`src/rtl/core/ssl_pkg.sv`:
```
`default_nettype none
// ----------------------------------------------------------------------------
// ssl_pkg
// Shared types, token kinds and helpers for the script source lexer.
// ----------------------------------------------------------------------------
package ssl_pkg;

  localparam int unsigned PosWidth  = 32;
  localparam int unsigned LineWidth = 24;
  localparam int unsigned LenWidth  = 16;
  localparam int unsigned PrefixLen = 6;

  typedef enum logic [2:0] {
    ModeIdle    = 3'd0,
    ModeOp      = 3'd1,
    ModeComment = 3'd2,
    ModeString  = 3'd3,
    ModeIdent   = 3'd4,
    ModeNum     = 3'd5,
    ModeNumDot  = 3'd6
  } mode_e;

  typedef enum logic [1:0] {
    ErrUntermString = 2'd0,
    ErrBadNumber    = 2'd1,
    ErrBadChar      = 2'd2
  } err_e;

  localparam logic [5:0] KindLParen  = 6'd0;
  localparam logic [5:0] KindRParen  = 6'd1;
  localparam logic [5:0] KindLBrace  = 6'd2;
  localparam logic [5:0] KindRBrace  = 6'd3;
  localparam logic [5:0] KindComma   = 6'd4;
  localparam logic [5:0] KindDot     = 6'd5;
  localparam logic [5:0] KindMinus   = 6'd6;
  localparam logic [5:0] KindPlus    = 6'd7;
  localparam logic [5:0] KindSemi    = 6'd8;
  localparam logic [5:0] KindSlash   = 6'd9;
  localparam logic [5:0] KindStar    = 6'd10;
  localparam logic [5:0] KindBang    = 6'd11;
  localparam logic [5:0] KindEqual   = 6'd13;
  localparam logic [5:0] KindGreater = 6'd15;
  localparam logic [5:0] KindLess    = 6'd17;
  localparam logic [5:0] KindIdent   = 6'd19;
  localparam logic [5:0] KindString  = 6'd20;
  localparam logic [5:0] KindNumber  = 6'd21;
  localparam logic [5:0] KindAnd     = 6'd22;
  localparam logic [5:0] KindClass   = 6'd23;
  localparam logic [5:0] KindElse    = 6'd24;
  localparam logic [5:0] KindFalse   = 6'd25;
  localparam logic [5:0] KindFor     = 6'd26;
  localparam logic [5:0] KindFun     = 6'd27;
  localparam logic [5:0] KindIf      = 6'd28;
  localparam logic [5:0] KindNil     = 6'd29;
  localparam logic [5:0] KindOr      = 6'd30;
  localparam logic [5:0] KindPrint   = 6'd31;
  localparam logic [5:0] KindReturn  = 6'd32;
  localparam logic [5:0] KindSuper   = 6'd33;
  localparam logic [5:0] KindThis    = 6'd34;
  localparam logic [5:0] KindTrue    = 6'd35;
  localparam logic [5:0] KindVar     = 6'd36;
  localparam logic [5:0] KindWhile   = 6'd37;
  localparam logic [5:0] KindError   = 6'd38;
  localparam logic [5:0] KindEof     = 6'd39;
  localparam logic [5:0] KindNone    = 6'd63;

  typedef logic [7:0] char_t;
  typedef char_t [PrefixLen-1:0] prefix_t;

  function automatic logic is_alpha(input char_t b);
    return (b >= "a" && b <= "z") || (b >= "A" && b <= "Z") || b == "_";
  endfunction

  function automatic logic is_digit(input char_t b);
    return b >= "0" && b <= "9";
  endfunction

  function automatic logic is_space(input char_t b);
    return b == " " || (b >= 8'd9 && b <= 8'd13);
  endfunction

  function automatic logic [5:0] single_kind(input char_t b);
    logic [5:0] k;
    case (b)
      "(":     k = KindLParen;
      ")":     k = KindRParen;
      "{":     k = KindLBrace;
      "}":     k = KindRBrace;
      ",":     k = KindComma;
      ".":     k = KindDot;
      "-":     k = KindMinus;
      "+":     k = KindPlus;
      ";":     k = KindSemi;
      "*":     k = KindStar;
      default: k = KindNone;
    endcase
    return k;
  endfunction

  function automatic logic [5:0] op_kind(input char_t b);
    logic [5:0] k;
    case (b)
      "/":     k = KindSlash;
      "!":     k = KindBang;
      "=":     k = KindEqual;
      ">":     k = KindGreater;
      default: k = KindLess;
    endcase
    return k;
  endfunction

  // prefix entry i holds character i of the word
  function automatic logic [5:0] word_kind(input prefix_t w, input logic [2:0] n);
    logic [5:0] k;
    k = KindIdent;
    case (n)
      3'd2: begin
        if (w[0] == "i" && w[1] == "f") k = KindIf;
        if (w[0] == "o" && w[1] == "r") k = KindOr;
      end
      3'd3: begin
        if (w[0] == "a" && w[1] == "n" && w[2] == "d") k = KindAnd;
        if (w[0] == "f" && w[1] == "o" && w[2] == "r") k = KindFor;
        if (w[0] == "f" && w[1] == "u" && w[2] == "n") k = KindFun;
        if (w[0] == "n" && w[1] == "i" && w[2] == "l") k = KindNil;
        if (w[0] == "v" && w[1] == "a" && w[2] == "r") k = KindVar;
      end
      3'd4: begin
        if (w[0] == "e" && w[1] == "l" && w[2] == "s" && w[3] == "e") k = KindElse;
        if (w[0] == "t" && w[1] == "h" && w[2] == "i" && w[3] == "s") k = KindThis;
        if (w[0] == "t" && w[1] == "r" && w[2] == "u" && w[3] == "e") k = KindTrue;
      end
      3'd5: begin
        if (w[0] == "c" && w[1] == "l" && w[2] == "a" && w[3] == "s" && w[4] == "s")
          k = KindClass;
        if (w[0] == "f" && w[1] == "a" && w[2] == "l" && w[3] == "s" && w[4] == "e")
          k = KindFalse;
        if (w[0] == "p" && w[1] == "r" && w[2] == "i" && w[3] == "n" && w[4] == "t")
          k = KindPrint;
        if (w[0] == "s" && w[1] == "u" && w[2] == "p" && w[3] == "e" && w[4] == "r")
          k = KindSuper;
        if (w[0] == "w" && w[1] == "h" && w[2] == "i" && w[3] == "l" && w[4] == "e")
          k = KindWhile;
      end
      3'd6: begin
        if (w[0] == "r" && w[1] == "e" && w[2] == "t" && w[3] == "u" && w[4] == "r" &&
            w[5] == "n") k = KindReturn;
      end
      default: k = KindIdent;
    endcase
    return k;
  endfunction

endpackage
`default_nettype wire

```
`src/rtl/core/script_source_lexer.sv`:
```
`default_nettype none
// output: the tokens of an accepted byte are registered in the output buffer and
// shown from its head in the cycle after; a two-token byte presents them in order
// throughput: one byte per cycle while the output buffer has room; a two-token
// byte holds input ready low while the second token drains from the output buffer
// reset: scanner idle, position and length zero, line one, buffer empty
// ----------------------------------------------------------------------------
// script_source_lexer
// Streaming scanner: one source byte in, zero to two tokens out.
// ----------------------------------------------------------------------------
module script_source_lexer #(
  parameter int unsigned POS_WIDTH  = ssl_pkg::PosWidth,
  parameter int unsigned LINE_WIDTH = ssl_pkg::LineWidth,
  parameter int unsigned LEN_WIDTH  = ssl_pkg::LenWidth
) (
  input  wire logic                  clk_i,
  input  wire logic                  rst_ni,
  input  wire logic                  src_valid_i,
  output      logic                  src_ready_o,
  input  wire logic [7:0]            src_byte_i,
  output      logic                  tok_valid_o,
  input  wire logic                  tok_ready_i,
  output      logic [5:0]            tok_kind_o,
  output      logic [POS_WIDTH-1:0]  tok_start_o,
  output      logic [LEN_WIDTH-1:0]  tok_length_o,
  output      logic [LINE_WIDTH-1:0] tok_line_o,
  output      logic [1:0]            err_code_o,
  output      logic                  last_of_run_o
);

  typedef struct packed {
    logic [5:0]            kind;
    logic [POS_WIDTH-1:0]  start;
    logic [LEN_WIDTH-1:0]  len;
    logic [LINE_WIDTH-1:0] line;
    logic [1:0]            err;
  } tok_t;

  localparam logic [POS_WIDTH-1:0]  PosMax  = '1;
  localparam logic [LINE_WIDTH-1:0] LineMax = '1;
  localparam logic [LEN_WIDTH-1:0]  LenMax  = '1;

  ssl_pkg::mode_e         mode_q, mode_d;
  ssl_pkg::char_t         pend_q, pend_d;
  logic [POS_WIDTH-1:0]   pos_q, pos_d, begin_q, begin_d;
  logic [LINE_WIDTH-1:0]  line_q, line_d;
  logic [LEN_WIDTH-1:0]   len_q, len_d;
  ssl_pkg::prefix_t       prefix_q, prefix_d;

  // two-entry output buffer, entry 0 is the head
  tok_t                   buf_q [2];
  logic [1:0]             last_q;
  logic [1:0]             cnt_q;

  tok_t                   t0, t1;
  logic                   e0, e1;
  logic                   accept, pop;

  logic [7:0]             b;
  logic                   again;
  ssl_pkg::mode_e         mode_a;
  logic [LINE_WIDTH-1:0]  line_a;
  logic [LINE_WIDTH-1:0]  line_inc;
  logic [LEN_WIDTH-1:0]   len_inc;
  logic [5:0]             sk;

  assign b        = src_byte_i;
  assign accept   = src_valid_i && src_ready_o;
  assign pop      = tok_valid_o && tok_ready_i;
  assign line_inc = (line_q != LineMax) ? line_q + 1'b1 : line_q;
  assign len_inc  = (len_q != LenMax) ? len_q + 1'b1 : len_q;
  assign sk       = ssl_pkg::single_kind(b);

  // input stalls only if a push might not fit
  assign src_ready_o = (cnt_q == 2'd0) || (cnt_q == 2'd1 && pop);

  always_comb begin
    mode_d   = mode_q;
    pend_d   = pend_q;
    pos_d    = (pos_q != PosMax) ? pos_q + 1'b1 : pos_q;
    begin_d  = begin_q;
    line_d   = line_q;
    len_d    = len_q;
    prefix_d = prefix_q;
    e0       = 1'b0;
    e1       = 1'b0;
    t0       = '0;
    t1       = '0;
    again    = 1'b0;

    // first pass: continue the token in progress
    case (mode_q)
      ssl_pkg::ModeOp: begin
        mode_d = ssl_pkg::ModeIdle;
        if (pend_q == "/" && b == "/") begin
          mode_d = ssl_pkg::ModeComment;
        end else if (pend_q != "/" && b == "=") begin
          e0 = 1'b1;
          t0 = '{ssl_pkg::op_kind(pend_q) + 6'd1, begin_q, LEN_WIDTH'(2), line_q, 2'd0};
        end else begin
          e0 = 1'b1;
          t0 = '{ssl_pkg::op_kind(pend_q), begin_q, LEN_WIDTH'(1), line_q, 2'd0};
          again = 1'b1;
        end
      end
      ssl_pkg::ModeComment: begin
        if (b == 8'd10) begin
          line_d = line_inc;
          mode_d = ssl_pkg::ModeIdle;
        end else if (b == 8'd0) begin
          mode_d = ssl_pkg::ModeIdle;
          again  = 1'b1;
        end
      end
      ssl_pkg::ModeString: begin
        if (b == "\"") begin
          e0 = 1'b1;
          t0 = '{ssl_pkg::KindString, begin_q, len_q, line_q, 2'd0};
          mode_d = ssl_pkg::ModeIdle;
        end else if (b == 8'd0) begin
          e0 = 1'b1;
          t0 = '{ssl_pkg::KindError, '0, '0, line_q, ssl_pkg::ErrUntermString};
          mode_d = ssl_pkg::ModeIdle;
          again  = 1'b1;
        end else begin
          if (b == 8'd10) line_d = line_inc;
          len_d = len_inc;
        end
      end
      ssl_pkg::ModeIdent: begin
        if (ssl_pkg::is_alpha(b) || ssl_pkg::is_digit(b)) begin
          for (int i = 0; i < ssl_pkg::PrefixLen; i++) begin
            if (len_q == LEN_WIDTH'(i)) prefix_d[i] = b;
          end
          len_d = len_inc;
        end else begin
          e0 = 1'b1;
          t0 = '{(len_q > LEN_WIDTH'(6)) ? ssl_pkg::KindIdent
                 : ssl_pkg::word_kind(prefix_q, len_q[2:0]),
                 begin_q, len_q, line_q, 2'd0};
          mode_d = ssl_pkg::ModeIdle;
          again  = 1'b1;
        end
      end
      ssl_pkg::ModeNum, ssl_pkg::ModeNumDot: begin
        if (ssl_pkg::is_digit(b)) begin
          len_d = len_inc;
        end else if (b == ".") begin
          if (mode_q == ssl_pkg::ModeNumDot) begin
            e0 = 1'b1;
            t0 = '{ssl_pkg::KindError, '0, '0, line_q, ssl_pkg::ErrBadNumber};
            mode_d = ssl_pkg::ModeIdle;
          end else begin
            len_d  = len_inc;
            mode_d = ssl_pkg::ModeNumDot;
          end
        end else begin
          e0 = 1'b1;
          t0 = '{ssl_pkg::KindNumber, begin_q, len_q, line_q, 2'd0};
          mode_d = ssl_pkg::ModeIdle;
          again  = 1'b1;
        end
      end
      default: begin
        mode_d = ssl_pkg::ModeIdle;
        again  = 1'b1;
      end
    endcase

    // second pass: scan the byte from idle; line is not touched by pass one here
    mode_a = mode_d;
    line_a = line_q;
    if (again) begin
      if (ssl_pkg::is_space(b)) begin
        if (b == 8'd10) line_d = line_inc;
      end else if (b == 8'd0) begin
        e1     = 1'b1;
        t1     = '{ssl_pkg::KindEof, pos_q, '0, line_a, 2'd0};
        pos_d  = '0;
        line_d = LINE_WIDTH'(1);
        mode_a = ssl_pkg::ModeIdle;
      end else if (sk != ssl_pkg::KindNone) begin
        e1 = 1'b1;
        t1 = '{sk, pos_q, LEN_WIDTH'(1), line_a, 2'd0};
      end else if (b == "!" || b == "<" || b == ">" || b == "=" || b == "/") begin
        mode_a  = ssl_pkg::ModeOp;
        pend_d  = b;
        begin_d = pos_q;
      end else if (b == "\"") begin
        mode_a  = ssl_pkg::ModeString;
        begin_d = pos_q + 1'b1;
        len_d   = '0;
      end else if (ssl_pkg::is_alpha(b)) begin
        mode_a      = ssl_pkg::ModeIdent;
        begin_d     = pos_q;
        len_d       = LEN_WIDTH'(1);
        prefix_d[0] = b;
      end else if (ssl_pkg::is_digit(b)) begin
        mode_a  = ssl_pkg::ModeNum;
        begin_d = pos_q;
        len_d   = LEN_WIDTH'(1);
      end else begin
        e1 = 1'b1;
        t1 = '{ssl_pkg::KindError, '0, '0, line_a, ssl_pkg::ErrBadChar};
      end
    end
    mode_d = mode_a;
  end

  always_ff @(posedge clk_i or negedge rst_ni) begin
    if (!rst_ni) begin
      mode_q  <= ssl_pkg::ModeIdle;
      pend_q  <= '0;
      pos_q   <= '0;
      begin_q <= '0;
      line_q  <= LINE_WIDTH'(1);
      len_q   <= '0;
    end else if (accept) begin
      mode_q  <= mode_d;
      pend_q  <= pend_d;
      pos_q   <= pos_d;
      begin_q <= begin_d;
      line_q  <= line_d;
      len_q   <= len_d;
    end
  end

  always_ff @(posedge clk_i) begin
    if (accept) prefix_q <= prefix_d;
  end

  logic [1:0] cnt_mid;
  logic [1:0] push_n;
  assign cnt_mid = cnt_q - {1'b0, pop};
  assign push_n  = accept ? ({1'b0, e0} + {1'b0, e1}) : 2'd0;

  always_ff @(posedge clk_i or negedge rst_ni) begin
    if (!rst_ni) begin
      cnt_q  <= '0;
      last_q <= '0;
    end else begin
      cnt_q <= cnt_mid + push_n;
      if (accept && e0 && e1) begin
        last_q <= 2'b10;
      end else if (accept && (e0 || e1)) begin
        last_q[cnt_mid[0]] <= 1'b1;
      end else if (pop) begin
        last_q[0] <= last_q[1];
      end
    end
  end

  // when pushing, cnt_mid is 0 so a pair fills both entries
  always_ff @(posedge clk_i) begin
    if (accept && e0 && e1) begin
      buf_q[0] <= t0;
      buf_q[1] <= t1;
    end else if (accept && e0) begin
      buf_q[cnt_mid[0]] <= t0;
    end else if (accept && e1) begin
      buf_q[cnt_mid[0]] <= t1;
    end else if (pop) begin
      buf_q[0] <= buf_q[1];
    end
  end

  assign tok_valid_o   = cnt_q != 2'd0;
  assign tok_kind_o    = buf_q[0].kind;
  assign tok_start_o   = buf_q[0].start;
  assign tok_length_o  = buf_q[0].len;
  assign tok_line_o    = buf_q[0].line;
  assign err_code_o    = buf_q[0].err;
  assign last_of_run_o = last_q[0];

`ifndef SYNTHESIS
  a_cnt_max: assert property (@(posedge clk_i) disable iff (!rst_ni)
    cnt_q != 2'd3) else $error("output buffer overflow");
  a_no_accept_full: assert property (@(posedge clk_i) disable iff (!rst_ni)
    cnt_q == 2'd2 |-> !src_ready_o) else $error("accept with full buffer");
  a_line_nonzero: assert property (@(posedge clk_i) disable iff (!rst_ni)
    line_q != '0) else $error("line count reached zero");
  a_pair_last: assert property (@(posedge clk_i) disable iff (!rst_ni)
    cnt_q == 2'd2 |-> !last_q[0] || last_q[1]) else $error("pair order broken");
`endif

endmodule
`default_nettype wire
```
`config.mk`:
```
export PLATFORM = sky130hd
export DESIGN_NAME = script_source_lexer
export DESIGN_NICKNAME = d
export VERILOG_FILES = /design/src/rtl/core/ssl_pkg.sv /design/src/rtl/core/script_source_lexer.sv
export SDC_FILE = /design/constraint.sdc
export NUM_CORES = 1
export LEC_CHECK = 0
export ABC_AREA = 1
export BUFFER_PORTS_ARGS = -buffer_cell sky130_fd_sc_hd__buf_2
export CORE_ASPECT_RATIO = 1.1
export CORE_MARGIN = 4
export CORE_UTILIZATION = 42
export CTS_CLUSTER_SIZE = 8
export DETAILED_ROUTE_END_ITERATION = 7
export PLACE_DENSITY_LB_ADDON = 0.12
export SYNTH_ARGS = -nofsm -noshare
export SYNTH_HDL_FRONTEND = slang
export SYNTH_SLANG_ARGS = --single-unit
export TNS_END_PERCENT = 50
```
`constraint.sdc`:
```
create_clock -name clk_i -period 5.8 [get_ports clk_i]
set_clock_uncertainty 0.1 [all_clocks]
set_input_delay 0.58 -clock clk_i [delete_from_list [all_inputs] [get_ports clk_i]]
set_output_delay 0.58 -clock clk_i [all_outputs]
set_load 0.03 [all_outputs]
```
==> results of run 1 <==
-- synth_stat cells, types with 11 or more instances --
master,instances
nand2_1,838
nand3_1,316
nor2_1,251
inv_1,219
edfxtp_1,208
o21ai_0,184
dfrtp_1,118
clkbuf_1,78
a21oi_1,70
nor3_1,66
buf_2,43
xor2_1,40
or2_1,37
nand4_1,34
inv_2,32
a31oi_1,18
o21ai_1,15
buf_6,13
nand2_2,12
o211ai_1,12
ha_1,11
o22ai_1,11
-- power breakdown --
part / total (µW) / switching [µW] / internal (µW)
Sequential: 4530 / 682 / 3850
Clock: 2620 / 1050 / 1570
Combinational: 6140 / 4570 / 1570
Total: 13300 / 6300 / 6990
-- repair_timing --
item,4_1_cts,5_1_grt
hold endpoints to repair,30,0
hold buffers,1,0
gates resized for setup,0,0
-- through the flow --
stage | hold WS, ns | std cells
2_1_floorplan | 0.184 | 2741
3_3_place_gp | 0.351 | 3361
3_5_place_dp | 0.357 | 3361
4_1_cts | 0.192 | 3449
5_1_grt | 0.206 | 3449
6_report | 0.218 | 3449
-- kinds of logic (layout without fill, tap and decap cells) --
kind of cell | after synthesis | after routing | share of synthesized area, %
DFF | 327 | 327 | 45.3
AOI/OAI and AO/OA | 346 | 346 | 9.42
adders and majority gates | 11 | 11 | 0.676
and+or+nand+nor | 1613 | 1613 | 34.5
xor gates and xnor gates | 45 | 45 | 1.94
buffers and inverters | 399 | 462 | 8.20
-- area by class of cell --
class / instances / area [µm²] / share of cell area, %
Timing Repair Buffer: 121 / 691 / 3.06
Inverter: 254 / 956 / 4.23
Tap cell: 645 / 807 / 3.57
Clock buffer: 84 / 1360 / 6.01
Multi-Input combinational cell: 2015 / 9510 / 42.1
Clock inverter: 3 / 30.0 / 0.133
Sequential cell: 327 / 9230 / 40.9
-- per-layer routing --
layer	global-route usage (%)	vias up	routed length [µm]
met2	39.1	612	29700
met5	0	-	0
met4	7.32	0	1630
met3	3.33	116	3810
li1	-	9118	-
met1	33.7	8858	28300
-- registers in the layout, summed over array words and instances (netlist names) --
name / flops
buf_q: 160
prefix_q: 48
begin_q: 32
pos_q: 32
line_a: 24
len_q: 16
pend_q: 8
mode_q: 3
cnt_q: 2
last_q: 2
-- critical path, cell delays in order, from the launching register on --
cell and delay (ns):
dfrtp_1 0.43, inv_2 0.08, nor2_1 0.12, nand2_1 0.23, inv_2 0.42, nand2_2 0.16, nand2_2 0.15, nor2_2 0.05
nand2_2 0.51, a21oi_2 0.15, nand2_4 0.11, buf_4 0.55, buf_4 0.68, nand3_1 0.20, nand3_1 0.13, nand2_1 0.08
-- worst paths after layout --
path	endpoint	slack, ns	from
worst max-delay path	buf_q[0][67]	1.32	mode_q[0]
worst min-delay path	prefix_q[14]	0.22	src_byte_i[6]
worst max register to register	buf_q[0][67]	1.32	mode_q[0]
worst min register to register	pend_q[7]	0.37	pend_q[7]
max in group asynchronous	pos_q[15]	4.09	rst_ni
min in group asynchronous	line_a[14]	0.40	rst_ni
==> out/metrics.csv, run 1 <==
metric;value;unit
outcome;finished clean;
initial DRC count;1634;
WS Path Type;reg -> reg;
CTS sink count;327;
Lkg Pwr;0.00990;µW
Vias;18704;
final setup fails;0;
Rel. slew slack;18.5;%
Synth area leaders;edfxtp_1, nand2_1, dfrtp_1;
most frequent cells in the layout;nand2_1, nand3_1, nor2_1;
synth-to-layout area growth;10.9;%
iteration count of the initial detailed-routing pass;6;
PD cells;589;nW/µm²
final worst-path cycle share;77.2;%
Final Wtd Congestion;0.927;
CTS max path bufs;3;
CP Capture Type;register;
Die W;218;µm
clock latency on the worst-skew pair;0.58;ns
syn_nets;2764;
syn_area_per_cell;7.43;µm²
Final Util;47.1;%
Total Power;13300;µW
initial antenna violation count;0;
clk slew on worst S/H paths;0.05;ns
grt ovf;0;
Sum Neg Setup Slack;0;ns
# diodes;0;
Final HPWL DP;42.5;mm
commonest non-fill, non-tap cell in the layout;nand2_1;
Distinct cells, synth;57;
cell row count;84;
wire length per cell;18.4;µm
TritonCTS clock tree;done;
Post-DP Area;21200;µm²
worst hold path stage count;1;
Final Max Slew Viols;0;
Main synth FF type;edfxtp_1;
startpoint types;register;
Worst Max-Slew Pin Slew;1.22;ns
final wirelength;63.5;mm
Yosys top cell by area;edfxtp_1;
Synth top area share;30.7;%
number of global-route vias before repair;17890;
die height;239;µm
I/O Pins;95;
Max Clock Freq;0.223;GHz
GRT Overall Usage;24.1;%
post-CTS setup buffer count;0;
final hold vios;0;
Place WS;1.12;ns
yosys warns;0;
first-pass GRT wire length;100;mm
initial core utilization;42.5;%
Max VDD drop;658;µV
setup ws final;1.32;ns
deepest level of the CTS H-tree;2;
Cells after Synth;2741;
Critical Path RT;6.02;ns
fin nets;2789;
largest net degree at the start of global routing;88;
PortBufs;94;
DRC;0;
post-route cell area;22600;µm²
asr flop ratio synth;36.4;%
DRT antenna net count;0;
Core ar.;47900;µm²
proportion of layout cells with a drive suffix above 1;9.49;%
HP Class;in -> reg;
share of the yosys chip area belonging to registers;45.3;%
Reg2Reg Depth;15;
fill count;4830;
unrepaired setup endpoints after global routing;no;
DR vias/cell;5.42;
CP arrival;4.69;ns
Die ar.;52100;µm²
Root Buffer;clkbuf_16;
worst-path fanout max;70;
synthesized area;20400;µm²
EDFF count, synth;208;
FF+latch count, synth;327;
min Tclk post-route;4.48;ns
# Max-Cap Violations;0;
Num CTS Buffers;47;
No activity file was read; power rests on OpenSTA's default activity.
==> run 2, diff against run 1 <==
Clock period 5.8 ns to 4.3 ns, I/O delays scaled along.
==> run 2 against run 1 <==
Against the previous run: the flow now finishes with violations (DRC); core utilization up 0.52 points; die area unchanged; non-clock buffer count up 23; final area up 1.1%; first-iteration DRC count down 11%; largest cell class unchanged; clock power up 33%; maximum frequency up 25%; largest power group unchanged; highest routed layer unchanged; wire length about the same; via count down 0.17%.
==> out/metrics.csv, run 2 (synthesized netlist as in run 1, its figures left out) <==
metric;value;unit;change
startpoint types;register;;
PD cells;798;nW/µm²;+36%
synth-to-layout area growth;12.1;%;
gr busiest metal;met2;;
outcome;finished, violations left;;
Place WS;0.398;ns;-0.725 ns
clock share of power;19.1;%;-0.6 points
GRT Overall Usage;24.0;%;-0.093 points
setup ws final;0.709;ns;-0.615 ns
DRC;10;;+10
cell row count;84;;unchanged
number of global-route vias before repair;17855;;-0.20%
initial antenna violation count;0;;unchanged
Fin Hold WS;0.0583;ns;-0.160 ns
commonest non-fill, non-tap cell in the layout;nand2_1;;
wire length per cell;18.3;µm;-0.60%
Worst setup startpoint;mode_q[0];;
Final Util;47.6;%;+0.52 points
final setup fails;0;;unchanged
final hold vios;0;;unchanged
CTS max path bufs;3;;unchanged
switching power total;8590;µW;+36%
Die W;218;µm;unchanged
# diodes;0;;unchanged
grt met3 use;3.03;%;-0.31 points
fin nets;2812;;+0.82%
CP arrival;3.77;ns;-0.92 ns
deepest level of the CTS H-tree;2;;unchanged
most frequent cells in the layout;nand2_1, nand3_1, nor2_1;;
failing checks;DRC;;
M2 GR Usage;39.3;%;+0.12 points
Critical Path RT;4.48;ns;-1.54 ns
multi-input logic area;9510;µm²;about the same
Worst Max-Slew Pin Slew;0.905;ns;-0.317 ns
initial DRC count;1450;;-11%
CP Capture Type;register;;
DRT antenna net count;0;;unchanged
iteration count of the initial detailed-routing pass;8;;+2
sw frac;47.2;%;-0.25 points
fill count;4873;;+0.89%
biggest regs;buf_q: 160 flops, prefix_q: 48 flops;;
I/O Pins;95;;unchanged
TritonCTS clock tree;done;;
Largest Register;buf_q;;
Max Clock Freq;0.278;GHz;+25%
post-CTS setup buffer count;0;;unchanged
Vias;18673;;-0.17%
Final HPWL DP;43.7;mm;+2.8%
largest net degree at the start of global routing;104;;+18%
Lkg Pwr;0.0100;µW;+1.4%
Max VDD drop;907;µV;+38%
clock latency on the worst-skew pair;0.58;ns;about the same
HP Class;in -> reg;;
post-route insts no fill;3469;;+0.58%
combinational power share;47.6;%;+1.4 points
RR Startpoint;mode_q[0];;
initial core utilization;42.5;%;unchanged
Rel. slew slack;39.5;%;+21 points
final worst-path cycle share;83.5;%;+6.3 points
Core ar.;47900;µm²;unchanged
hold path start;src_byte_i[6];;
unrepaired setup endpoints after global routing;no;;
Final Max Slew Viols;0;;unchanged
worst-path fanout max;27;;-61%
PortBufs;94;;unchanged
proportion of layout cells with a drive suffix above 1;10.2;%;+0.71 points
Num CTS Buffers;47;;unchanged
routing usage on met1;33.0;%;-0.74 points
first-pass GRT wire length;99.8;mm;-0.63%
Reg power frac;33.3;%;-0.8 points
min Tclk post-route;3.59;ns;-0.885 ns
Die ar.;52100;µm²;unchanged
CTS sink count;327;;unchanged
Sum Neg Setup Slack;0;ns;unchanged
clk slew on worst S/H paths;0.05;ns;about the same
final wirelength;63.4;mm;about the same
Inst Count DP;3384;;+0.68%
# Max-Cap Violations;0;;unchanged
WS Path Type;reg -> reg;;
grt ovf;0;;unchanged
Pint;9630;µW;+38%
FF/Latch Area;9230;µm²;unchanged
die height;239;µm;unchanged
Root Buffer;clkbuf_16;;
max reg flops;160;;unchanged
Final Wtd Congestion;0.939;;+1.2%
DR vias/cell;5.38;;-0.74%
==> run 2: critical path, cell delays in order, from the launching register on <==
cell,delay (ns)
dfrtp_1,0.43
inv_2,0.12
nand3_1,0.16
o21ai_1,0.27
nand3_1,0.19
nand2_1,0.14
inv_2,0.04
nand2_2,0.21
nand3_2,0.19
nand2_4,0.33
nand2_4,0.13
nor2_8,0.16
inv_4,0.12
nand2_4,0.39
buf_4,0.29
==> run 2: routing by layer <==
metal	wire length (µm)	part of all wire (%)
met1	28200	44
met2	29800	47
met3	3570	5.6
met4	1860	2.9
met5	0	0
==> run 2: cell type report <==
| cell class | instances | area share, % |
|---|---|---|
| clock buffer | 81 | 5.80 |
| clock inverter | 3 | 0.148 |
| inverter | 254 | 4.19 |
| multi-input combinational | 2015 | 41.6 |
| sequential | 327 | 40.4 |
| tap | 645 | 3.54 |
| timing repair buffer | 144 | 4.28 |
==> run 2: worst paths after layout <==
path / to / slack (ns) / cells after the start
max: buf_q[1][49] / 0.71 / 14
max in group asynchronous: pos_q[25] / 2.83 / 3
min: prefix_q[46] / 0.06 / 1
max reg2reg: buf_q[1][49] / 0.71 / 14
min in group asynchronous: line_a[9] / 0.32 / 2
min reg2reg: pend_q[6] / 0.37 / 2
==> run 2: through the flow <==
stage / total power, µW / area, µm²
detailed placement: 14800 / 21500
floorplan: 12100 / 20400
global route: 19500 / 22800
CTS: 18300 / 22800
finish: 18200 / 22800
global placement: 14600 / 21500
==> run 2: timing repair <==
| action | CTS | global route |
|---|---|---|
| endpoints found under the setup margin | 0 | 0 |
| hold endpoints to repair | 39 | 0 |
| hold buffers | 1 | 0 |
| resized for setup | 0 | 0 |
==> run 2: power by group through the flow <==
stage / combinational, µW / clock [µW] / sequential, µW
2_1_floorplan: 5510 / 0 / 6550
3_3_place_gp: 8570 / 0 / 6080
3_5_place_dp: 8680 / 0 / 6100
4_1_cts: 8710 / 3570 / 6060
5_1_grt: 9570 / 3700 / 6200
6_report: 8680 / 3480 / 6060
